### config.mk
export PLATFORM = sky130hd
export DESIGN_NAME = packbits_run_length_decoder_core
export DESIGN_NICKNAME = d
export VERILOG_FILES = /design/src/rtl/pbrld_pkg.sv /design/src/rtl/packbits_run_length_decoder_core.sv
export SDC_FILE = /design/constraint.sdc
export NUM_CORES = 1
export LEC_CHECK = 0
export BUFFER_PORTS_ARGS = -buffer_cell sky130_fd_sc_hd__buf_4
export CELL_PAD_IN_SITES_DETAIL_PLACEMENT = 0
export CELL_PAD_IN_SITES_GLOBAL_PLACEMENT = 2
export CORE_MARGIN = 4
export CORE_UTILIZATION = 33
export DETAILED_ROUTE_END_ITERATION = 8
export PLACE_DENSITY = 0.85
export SYNTH_ARGS = -nofsm -noshare
export SYNTH_HDL_FRONTEND = slang
export SYNTH_SLANG_ARGS = --single-unit
### constraint.sdc
create_clock -name clk -period 4.3 [get_ports clk]
set_input_delay 0.43 -clock clk [delete_from_list [all_inputs] [get_ports clk]]
set_output_delay 0.43 -clock clk [all_outputs]
set_load 0.1 [all_outputs]
### src/rtl/pbrld_pkg.sv
// types, codes and microcode table of the packbits run-length decoder
// no dependencies; used by the core and its checker
package pbrld_pkg;

  localparam int OBPR = 8;  // decoded bytes packed into one result

  localparam logic [1:0] ST_DATA = 2'd0;
  localparam logic [1:0] ST_MARK = 2'd1;
  localparam logic [1:0] ST_OK   = 2'd2;
  localparam logic [1:0] ST_ERR  = 2'd3;

  localparam logic [7:0] END_MARK = 8'd128;

  typedef struct packed {
    logic       command;
    logic [7:0] data_byte;
  } pbrld_in_t;

  typedef struct packed {
    logic [63:0] out_bytes;
    logic [3:0]  byte_count;
    logic [1:0]  status;
    logic        last;
  } pbrld_out_t;

  typedef enum logic [2:0] {
    PH_LEN, PH_LIT, PH_REP, PH_ENDED, PH_DONE, PH_FAIL
  } phase_t;

  // microcode addresses
  typedef enum logic [2:0] {
    UA_FETCH, UA_ERR, UA_OK, UA_LEN, UA_MARK, UA_LIT, UA_REP_CNT, UA_REP
  } uaddr_t;

  typedef enum logic [2:0] {
    EMIT_NONE, EMIT_LIT, EMIT_REP, EMIT_MARK, EMIT_OK, EMIT_ERR
  } emit_t;

  typedef enum logic [1:0] {
    REM_HOLD, REM_LOAD, REM_DEC_LIT, REM_DEC_REP
  } rem_op_t;

  typedef enum logic [2:0] {
    PHO_KEEP, PHO_FAIL, PHO_DONE, PHO_ENDED, PHO_FROM_LEN, PHO_LEN_IF_ZERO
  } ph_op_t;

  typedef enum logic [1:0] {
    BR_JUMP, BR_DISPATCH, BR_LOOP
  } br_t;

  typedef struct packed {
    logic    accept;
    emit_t   emit;
    logic    inc_cnt;
    rem_op_t rem_op;
    ph_op_t  ph_op;
    br_t     br;
    uaddr_t  tgt;
  } uc_t;

  // control store: one word per step
  function automatic uc_t uc_rom(input uaddr_t addr);
    uc_t w;
    w = '{accept: 1'b0, emit: EMIT_NONE, inc_cnt: 1'b0, rem_op: REM_HOLD,
          ph_op: PHO_KEEP, br: BR_JUMP, tgt: UA_FETCH};
    unique case (addr)
      UA_FETCH: begin
        w.accept = 1'b1;
        w.br     = BR_DISPATCH;
      end
      UA_ERR: begin
        w.emit  = EMIT_ERR;
        w.ph_op = PHO_FAIL;
      end
      UA_OK: begin
        w.emit  = EMIT_OK;
        w.ph_op = PHO_DONE;
      end
      UA_LEN: begin
        w.inc_cnt = 1'b1;
        w.rem_op  = REM_LOAD;
        w.ph_op   = PHO_FROM_LEN;
      end
      UA_MARK: begin
        w.inc_cnt = 1'b1;
        w.emit    = EMIT_MARK;
        w.ph_op   = PHO_ENDED;
      end
      UA_LIT: begin
        w.inc_cnt = 1'b1;
        w.emit    = EMIT_LIT;
        w.rem_op  = REM_DEC_LIT;
        w.ph_op   = PHO_LEN_IF_ZERO;
      end
      UA_REP_CNT: begin
        w.inc_cnt = 1'b1;
        w.tgt     = UA_REP;
      end
      UA_REP: begin
        w.emit   = EMIT_REP;
        w.rem_op = REM_DEC_REP;
        w.ph_op  = PHO_LEN_IF_ZERO;
        w.br     = BR_LOOP;
        w.tgt    = UA_REP;
      end
      default: begin
        w.accept = 1'b1;
        w.br     = BR_DISPATCH;
      end
    endcase
    return w;
  endfunction

endpackage

### src/rtl/packbits_run_length_decoder_core.sv
// packbits / run-length decode core: microcoded sequencer and datapath
// depends on pbrld_pkg
// usage:
//   input channel: one request per compressed byte (command 0) or an
//   end-of-input request (command 1); accepted when in_valid is high and
//   in_stall is low. in_stall is low only while the sequencer sits in its
//   fetch step, so one request is worked on at a time.
//   output channel: registered results, each up to eight decoded bytes with
//   byte_count, status and last; taken when out_valid high and out_stall low.
//   cfg port: cfg_wr_en writes input_limit (negative means no limit);
//   write only while the block is idle.
// steps (one microcode word per cycle unless a step waits): each request runs
//   the fetch step, then a length byte the length step, a literal byte the
//   literal step, the end marker the mark step, end-of-input and errors the
//   ok or error step, a repeat run a count and a repeat step per up to eight
//   bytes, an ignored byte none. a result appears the cycle after its step.
// stall: a step that makes a result waits while the output register holds
//   a result the receiver has not taken; the sequencer holds its step.
// reset: synchronous, active low; phase back to expecting a length byte,
//   run count and byte counter zero, limit -1, output register empty.
module packbits_run_length_decoder_core (
  input  logic                    clk,
  input  logic                    rst_n,
  input  logic                    in_valid,
  output logic                    in_stall,
  input  pbrld_pkg::pbrld_in_t    in_data,
  output logic                    out_valid,
  input  logic                    out_stall,
  output pbrld_pkg::pbrld_out_t   out_data,
  input  logic                    cfg_wr_en,
  input  logic signed [31:0]      cfg_wr_data
);
  import pbrld_pkg::*;

  // sequencer state
  uaddr_t     upc_r, upc_nxt;
  uc_t        uc;
  uaddr_t     disp_addr;
  logic       fire;
  logic       out_free;

  // datapath registers
  pbrld_in_t  item_r, item_nxt;
  phase_t     phase_r, phase_nxt;
  logic [7:0] remaining_r, remaining_nxt;
  logic [31:0] cnt_r, cnt_nxt;
  logic [31:0] limit_r;
  logic       out_valid_r, out_valid_nxt;
  pbrld_out_t out_data_r, out_data_nxt;

  // datapath helpers
  logic       limit_hit;
  logic [3:0] rep_cnt;
  logic [7:0] rep_left;
  logic [7:0] lit_left;
  logic [7:0] len_value;
  logic [63:0] rep_word;
  pbrld_out_t result;

  assign uc       = uc_rom(upc_r);
  assign out_free = !out_valid_r || !out_stall;

  // a step runs once its request arrives or its result has room; any other step always runs
  always_comb begin
    if (uc.accept) begin
      fire = in_valid;
    end else if (uc.emit != EMIT_NONE) begin
      fire = out_free;
    end else begin
      fire = 1'b1;
    end
  end

  assign in_stall  = !uc.accept;
  assign out_valid = out_valid_r;
  assign out_data  = out_data_r;

  // input limit check against bytes already consumed
  assign limit_hit = !limit_r[31] && (cnt_r >= limit_r);

  // dispatch on the incoming request and the current phase
  always_comb begin
    if (phase_r == PH_FAIL) begin
      disp_addr = UA_ERR;
    end else if (in_data.command) begin
      disp_addr = (phase_r == PH_ENDED || phase_r == PH_DONE) ? UA_OK : UA_ERR;
    end else if (phase_r == PH_ENDED || phase_r == PH_DONE) begin
      disp_addr = UA_FETCH;  // data after the end marker is dropped
    end else if (limit_hit) begin
      disp_addr = UA_ERR;
    end else if (phase_r == PH_LIT) begin
      disp_addr = UA_LIT;
    end else if (phase_r == PH_REP) begin
      disp_addr = UA_REP_CNT;
    end else if (in_data.data_byte == END_MARK) begin
      disp_addr = UA_MARK;
    end else begin
      disp_addr = UA_LEN;
    end
  end

  // repeat chunk: up to OBPR copies of the byte
  assign rep_cnt  = (remaining_r >= 8'(OBPR)) ? 4'(OBPR) : remaining_r[3:0];
  assign rep_left = remaining_r - 8'(rep_cnt);
  assign lit_left = remaining_r - 8'd1;
  // 0..127 gives L+1, 129..255 gives 257-L
  assign len_value = item_r.data_byte[7] ? 8'(9'd257 - {1'b0, item_r.data_byte})
                                         : item_r.data_byte + 8'd1;

  always_comb begin
    rep_word = '0;
    for (int i = 0; i < OBPR; i++) begin
      if (4'(i) < rep_cnt) begin
        rep_word[8*i +: 8] = item_r.data_byte;
      end
    end
  end

  // result formed by the current step
  always_comb begin
    result = '{out_bytes: '0, byte_count: 4'd0, status: ST_ERR, last: 1'b1};
    case (uc.emit)
      EMIT_LIT: begin
        result.out_bytes  = 64'(item_r.data_byte);
        result.byte_count = 4'd1;
        result.status     = ST_DATA;
      end
      EMIT_REP: begin
        result.out_bytes  = rep_word;
        result.byte_count = rep_cnt;
        result.status     = ST_DATA;
        result.last       = (rep_left == 8'd0);
      end
      EMIT_MARK: result.status = ST_MARK;
      EMIT_OK:   result.status = ST_OK;
      default:   result.status = ST_ERR;
    endcase
  end

  // next step
  always_comb begin
    upc_nxt = upc_r;
    if (fire) begin
      unique case (uc.br)
        BR_JUMP:     upc_nxt = uc.tgt;
        BR_DISPATCH: upc_nxt = disp_addr;
        BR_LOOP:     upc_nxt = (rep_left != 8'd0) ? uc.tgt : UA_FETCH;
        default:     upc_nxt = UA_FETCH;
      endcase
    end
  end

  // datapath updates driven by the control word
  always_comb begin
    item_nxt      = item_r;
    phase_nxt     = phase_r;
    remaining_nxt = remaining_r;
    cnt_nxt       = cnt_r;
    out_valid_nxt = out_valid_r && out_stall;
    out_data_nxt  = out_data_r;
    if (fire) begin
      if (uc.accept) begin
        item_nxt = in_data;
      end
      if (uc.inc_cnt && cnt_r != '1) begin
        cnt_nxt = cnt_r + 32'd1;
      end
      case (uc.rem_op)
        REM_LOAD:    remaining_nxt = len_value;
        REM_DEC_LIT: remaining_nxt = lit_left;
        REM_DEC_REP: remaining_nxt = rep_left;
        default:     remaining_nxt = remaining_r;
      endcase
      case (uc.ph_op)
        PHO_FAIL:     phase_nxt = PH_FAIL;
        PHO_DONE:     phase_nxt = PH_DONE;
        PHO_ENDED:    phase_nxt = PH_ENDED;
        PHO_FROM_LEN: phase_nxt = item_r.data_byte[7] ? PH_REP : PH_LIT;
        PHO_LEN_IF_ZERO: begin
          if (uc.rem_op == REM_DEC_REP ? rep_left == 8'd0 : lit_left == 8'd0) begin
            phase_nxt = PH_LEN;
          end
        end
        default: phase_nxt = phase_r;
      endcase
      if (uc.emit != EMIT_NONE) begin
        out_valid_nxt = 1'b1;
        out_data_nxt  = result;
      end
    end
  end

  always_ff @(posedge clk) begin
    if (!rst_n) begin
      upc_r       <= UA_FETCH;
      phase_r     <= PH_LEN;
      remaining_r <= 8'd0;
      cnt_r       <= 32'd0;
      limit_r     <= '1;
      out_valid_r <= 1'b0;
    end else begin
      upc_r       <= upc_nxt;
      phase_r     <= phase_nxt;
      remaining_r <= remaining_nxt;
      cnt_r       <= cnt_nxt;
      out_valid_r <= out_valid_nxt;
      if (cfg_wr_en) begin
        limit_r <= $unsigned(cfg_wr_data);
      end
    end
  end

  // payload registers
  always_ff @(posedge clk) begin
    item_r     <= item_nxt;
    out_data_r <= out_data_nxt;
  end

endmodule

==> results of run 1 <==
path summary, 6_finish.rpt:
kind / endpoint / slack [ps]
setup / recovery: upc_r[0] / 1350
hold / removal: item_r[6] / 190
setup reg to reg: upc_r[0] / 1350
hold reg to reg: limit_r[7] / 480
flip-flops by register name, indices dropped and copies added (netlist names):
name,count
cnt_r,32
item_r,8
limit_r,32
out_data,71
out_valid,1
phase_r,3
remaining_r,8
upc_r,3
logic make-up after synthesis:
logic type / count (synthesis) / share of synthesized area
AO/OA/AOI/OAI: 151 / 0.1332
AND/OR/NAND/NOR: 306 / 0.2006
XOR/XNOR: 32 / 0.03572
other: 1 / 0.0004779
buffers and inverters: 98 / 0.05087
flip-flops: 158 / 0.5039
multiplexers: 9 / 0.01148
adder cells (fa/ha/maj): 40 / 0.06379
final cells by class:
class	instances	area, um^2	share of cell area
Clock inverter	15	158.9	0.01661
Tap cell	319	399.1	0.04172
Timing Repair Buffer	122	915.9	0.09572
Clock buffer	17	425.4	0.04446
Inverter	57	214.0	0.02236
Sequential cell	158	3954	0.4132
Multi-Input combinational cell	539	3501	0.3659
through the flow:
| stage | utilization | worst slack [ps] | hold WS [ps] | instance area, um^2 | cells |
|---|---|---|---|---|---|
| finish | 0.4088 | 1351 | 192.9 | 9568 | 1227 |
| global route | 0.4088 | 1199 | 177.4 | 9568 | 1227 |
| CTS | 0.4088 | 1391 | 175.9 | 9568 | 1227 |
| detailed placement | 0.3839 | 1406 | 480.9 | 8984 | 1195 |
| global placement | 0.3839 | 1458 | 474.6 | 8984 | 1195 |
| floorplan | - | 731.2 | 445.9 | 7849 | 795 |
cells in the final DEF (no fill, tap or decap), types with 5 or more instances in the layout:
master     count
clkbuf_16     17
edfxtp_1      79
and4_1         5
and2_1        37
inv_6          5
nand2_1       83
mux2i_1        9
nor4_1         6
a21boi_0       9
o21ai_0       28
a21oi_1       29
nand3_1       19
nand2b_1       5
nor3_1        23
or3_1         12
inv_1         57
a31oi_1        5
buf_4        122
and3_1         5
xnor2_1       28
dfxtp_1       79
a21o_1         5
nor2_1        66
o211ai_1      34
nand4_1       17
ha_1          40
metal layers:
metal  wire length [um]  GRT usage  share of wire  vias to the layer above
li1                   -          -              -                     3017
met1               9103     0.1929           0.50                     2760
met2               7855     0.2087           0.43                      140
met3               1037    0.03502          0.057                       19
met4                264    0.04306          0.014                        0
met5                  0          0              0                        -
==> out/results.tsv, run 1 <==
stage	metric	value	unit
floorplanning	core_area	23400	um^2
final_layout	fill_cells	2366	
timing	period_share	0.6858	
critical_path	arrival	3240	ps
synth	syn-num-nets	881	
synth	ys_ff_latch	158	
critical_path	cp-start-kind	register	
timing	period_minus_slack	2949	ps
synth	syn_avg_cell_area	9.870	um^2
timing	final.setup.tns	0	ps
synth	synth_ff_type	edfxtp_1	
routing	drt-initial-drc-count	301	
floorplanning	start_util	0.3353	
timing	rsz0062_at_grt	no	
final_layout	syn_to_final_growth	21.94	%
synth	synth_most_common_cell	nand2_1	
global_route	grt_max_degree	81	
routing	vias_per_cell	4.838	
synth	synth.yosys.seq_area_share	0.5039	
critical_path	critPathMaxStageDelay	530	ps
synth	synth_area_leaders	edfxtp_1 (30%), dfxtp_1 (20%), ha_1 (6.4%)	
cts	h-tree-depth	4	
cts	cts.sinks	158	
global_route	antenna_found_initial	0	
placed_design	gp_congestion	0.8188	
floorplanning	die_area	26310	um^2
cts	clockBufferDepth	2	
floorplanning	rows	56	
timing	skew	7.525	ps
critical_path	critPathRequiredTime	4590	ps
global_route	grt_pass1_vias	5697	
placed_design	hpwl	12970	um
synth	synth_top_area_share	0.3023	
cts	ctsResizeCount	0	
critical_path	cp_slowest_cell	dfxtp_1	
synth	synthArstFlopShare	0	
outcome	status	complete, no violations	
cts	cts_buffers	17	
critical_path	cp-end-kind	register	
cts	root_buffer	clkbuf_16	
final_layout	fin_nets	981	
routing	routedWlPerCell	14.88	um
floorplanning	die_height	162.2	um
synth	synthTopCellsByCount	nand2_1 (83), dfxtp_1 (79), edfxtp_1 (79)	
critical_path	crit_fanout	10	
timing	worst_slew_margin_rel	0.3870	
cts	cts_setup_buffers	0	
critical_path	cp_common_cell	nand2_1	
synth	yosys_warnings	0	
synth	yosysTopAreaCell	edfxtp_1	
cts	path_clk_slew	60	ps
critical_path	cp-startpoint	remaining_r[6]	
run	drv_cap	0	
cts	clock_latency	430	ps
timing	hold_violations	0	
floorplanning	fp.dieW	162.2	um
cts	tritoncts	yes	
critical_path	crit_buf_inv	0	
placed_design	portBuffers	118	
critical_path	path_delay_family	compound AO/OA/AOI/OAI gates	
synth	ys_types	67	
critical_path	worstRegToRegCells	11	
timing	fmax	339.1	MHz
global_route	grt_overflow	0	
global_route	grt_pass1_wl	29240	um
timing	worstMarginPinSlew	912.5	ps
global_route	grt_usage	0.1373	
synth	synthCells	795	
routing	vias	5936	
timing	finalSetupViolCount	0	
worst_hold_path	min_from	in_data[6]	
routing	drc	0	
routing	drtAntennaViolNets	0	
worst_hold_path	min_path_cells	1	
final_layout	num_antenna_cells	0	
synth	synth-edff-count	79	
final_layout	drive_gt1_frac	0.1905	
routing	drt_wl_total	18260	um
critical_path	path_cells	nor2_1 > nand2_1 > nand2_1 > ha_1 > o31a_1 > o21a_1 > o31a_1 > nor4_2 > nand2_1 > a21oi_1 > a31oi_1	
synth	syn_area	7846	um^2
cts	cts_hold_buffers	0	
routing	dr.pass1.iters	5	
critical_path	crit_cells	11	
critical_path	crit_type	register to register	
timing	maxSlewViolCount	0	
critical_path	rr_startpoint	remaining_r[6]	
worst_hold_path	hp-class	input port to register	
floorplanning	ioPinCount	119	
Power of run 1 is left out: the tool's default activity adds up to more than one toggle a clock period on the data nets, which glitch-free logic cannot reach.
==> run 2, diff against run 1 <==
Settings changed: ABC_AREA from default to 1, CORE_UTILIZATION 33 to 34, PLACE_DENSITY 0.85 to 0.88.
Clock period 4.3 ns to 2.85 ns, I/O delays scaled along.
==> run 2 against run 1 <==
Fmax grew 25%. Global-route usage up 1.9 points. Highest routed layer unchanged. Setup slack worse by 850 ps. Die area grew 2.8%. First-iteration DRC count grew 22%. Cell count increased by 21%. Critical path depth is 3 higher. Sequential share of layout area down 2.2 points. Critical endpoint is now upc_r[1]. Synthesized cell count is 30% higher. Cell area rose by 5.8%. Flip-flop and latch count stayed put. Register-to-register slack got worse by 850 ps.
==> out/results.tsv, run 2 <==
stage	metric	value	unit
power	power.density	1216	nW/um^2
timing	rsz0062_at_grt	no	
run	drv_cap	0	
final_layout	fill_cells	2411	
placed_design	gp_congestion	0.8571	
power	total_power	0.01231	W
power	power.leakage	4.606	nW
critical_path	arrival	2660	ps
global_route	grt_max_degree	72	
critical_path	cp-end-kind	register	
cts	root_buffer	clkbuf_16	
synth	synth-edff-count	79	
placed_design	portBuffers	118	
synth	syn-num-nets	1119	
synth	yosysTopAreaCell	edfxtp_1	
critical_path	crit_type	register to register	
routing	wl_met2	8926	um
timing	period_share	0.8258	
final_layout	final_cell_mix	nand2_1 (222), inv_1 (146), buf_4 (128)	
final_layout	syn_to_final_growth	21.64	%
routing	dr_wl_met3	976	um
timing	maxSlewViolCount	0	
critical_path	path_cells	inv_2 > nand2_4 > nor2_2 > nand2_2 > nand2_1 > ha_1 > inv_1 > nand2_1 > nand3_1 > nand3_1 > nand3_2 > nand3_1 > nor2_1 > a21oi_1	
routing	vias	6915	
cts	tritoncts	yes	
final_layout	drive_gt1_frac	0.1674	
floorplanning	die_height	164.4	um
cts	h-tree-depth	4	
cts	ctsResizeCount	0	
routing	drtAntennaViolNets	0	
synth	ys_ff_latch	158	
routing	drt_wl_total	21040	um
floorplanning	rows	56	
synth	synth_top_area_share	0.2852	
cts	cts_hold_buffers	0	
final_layout	final_common_cell	nand2_1	
worst_hold_path	hp-class	input port to register	
critical_path	cp_common_cell	nand3_1	
synth	synth.yosys.seq_area_share	0.4753	
floorplanning	ioPinCount	119	
critical_path	critPathRequiredTime	3160	ps
placed_design	hpwl	15890	um
synth	syn_avg_cell_area	8.053	um^2
floorplanning	fp.dieW	164.4	um
timing	period_minus_slack	2354	ps
critical_path	path_delay_family	simple AND/OR/NAND/NOR gates	
synth	synthCells	1033	
routing	vias_per_cell	4.660	
floorplanning	die_area	27040	um^2
routing	wirelength_met1	10970	um
timing	worst_slew_margin_rel	0.5002	
synth	synthTopCellsByCount	nand2_1 (222), inv_1 (148), nor2_1 (115)	
global_route	grt_usage	0.1566	
global_route	antenna_found_initial	0	
critical_path	crit_buf_inv	2	
synth	ys_types	47	
timing	final.setup.tns	0	ps
timing	hold_violations	0	
critical_path	crit_fanout	9	
cts	cts_buffers	17	
critical_path	cp-start-kind	register	
cts	clockBufferDepth	2	
final_layout	largest_register_ffs	71	
global_route	grt_pass1_vias	6440	
cts	cts.sinks	158	
floorplanning	core_area	23750	um^2
synth	synth_area_leaders	edfxtp_1 (29%), dfxtp_1 (19%), nand2_1 (10%)	
timing	skew	10.66	ps
outcome	status	complete, no violations	
timing	fmax	424.9	MHz
synth	syn_area	8319	um^2
final_layout	fin_nets	1238	
global_route	grt_pass1_wl	33860	um
global_route	grt_overflow	0	
synth	yosys_warnings	0	
cts	cts_setup_buffers	0	
timing	finalSetupViolCount	0	
power	peakVddDrop	1.321	mV
routing	routedWlPerCell	14.18	um
routing	drt-initial-drc-count	367	
critical_path	cp_slowest_cell	dfxtp_1	
synth	synth_ff_type	edfxtp_1	
synth	synth_most_common_cell	nand2_1	
critical_path	critPathMaxStageDelay	470	ps
final_layout	num_antenna_cells	0	
routing	dr.pass1.iters	4	
final_layout	regArea	3955	um^2
routing	drc	0	
cts	path_clk_slew	70	ps
floorplanning	start_util	0.3502	
synth	synthArstFlopShare	0	
final_layout	multi_input_comb_area	3621	um^2
cts	clock_latency	420	ps
timing	worstMarginPinSlew	747.0	ps
routing	dr.max_layer_used	met4	
[run 2: cell types whose count changed after synthesis, sizes merged, moves of 31 or more]
cell / change
inv: +98
nor2: +49
nand2: +142
a21oi: +56
o211ai: -31
and2: -38
o21ai: +46
[run 2: power breakdown]
part / total [W] / internal [W] / switching (W)
Clock: 0.00222 / 0.00117 / 0.00105
Sequential: 0.00348 / 0.00318 / 0.000294
Combinational: 0.00661 / 0.00122 / 0.00540
[run 2: cells by family after synthesis]
group           synth area share
compound gates            0.1175
flops                     0.4753
xor+xnor                 0.02421
simple gates              0.2330
buf+inv                  0.08949
other cells            0.0004508
fa+ha+maj                0.06016
[run 2: cell type report]
class	instances	area share
Sequential cell	158	0.3908
Tap cell	319	0.03944
Timing Repair Buffer	129	0.09693
Clock buffer	18	0.04241
Clock inverter	14	0.01409
Inverter	156	0.05848
Multi-Input combinational cell	690	0.3578
[run 2: per-stage QoR]
stage / worst slack [ps] / utilization / hold WS (ps) / instance area (um^2) / cells
3_3_place_gp: 524.0 / 0.4020 / 457.5 / 9548 / 1452
3_5_place_dp: 500.6 / 0.4020 / 460.3 / 9548 / 1452
6_report: 496.4 / 0.4260 / 46.11 / 10120 / 1484
4_1_cts: 495.3 / 0.4260 / 24.59 / 10120 / 1484
5_1_grt: 265.1 / 0.4260 / 27.43 / 10120 / 1484
2_1_floorplan: 136.5 / - / 383.9 / 8324 / 1033
[run 2: worst paths after layout]
path                            slack (ps)  depth (start not counted)           start          end
worst min-delay path                    50                          1      in_data[7]    item_r[7]
worst max register to register         500                         14  remaining_r[4]     upc_r[1]
worst min register to register         470                          2     limit_r[24]  limit_r[24]
worst max-delay path                   500                         14  remaining_r[4]     upc_r[1]
[run 2: metal layers]
layer,global-route usage,vias up
met1,0.2345,3127
met5,0,-
met2,0.2339,139
met4,0.04045,0
met3,0.02770,11
li1,-,3638
(Power assumes the default switching activity.)
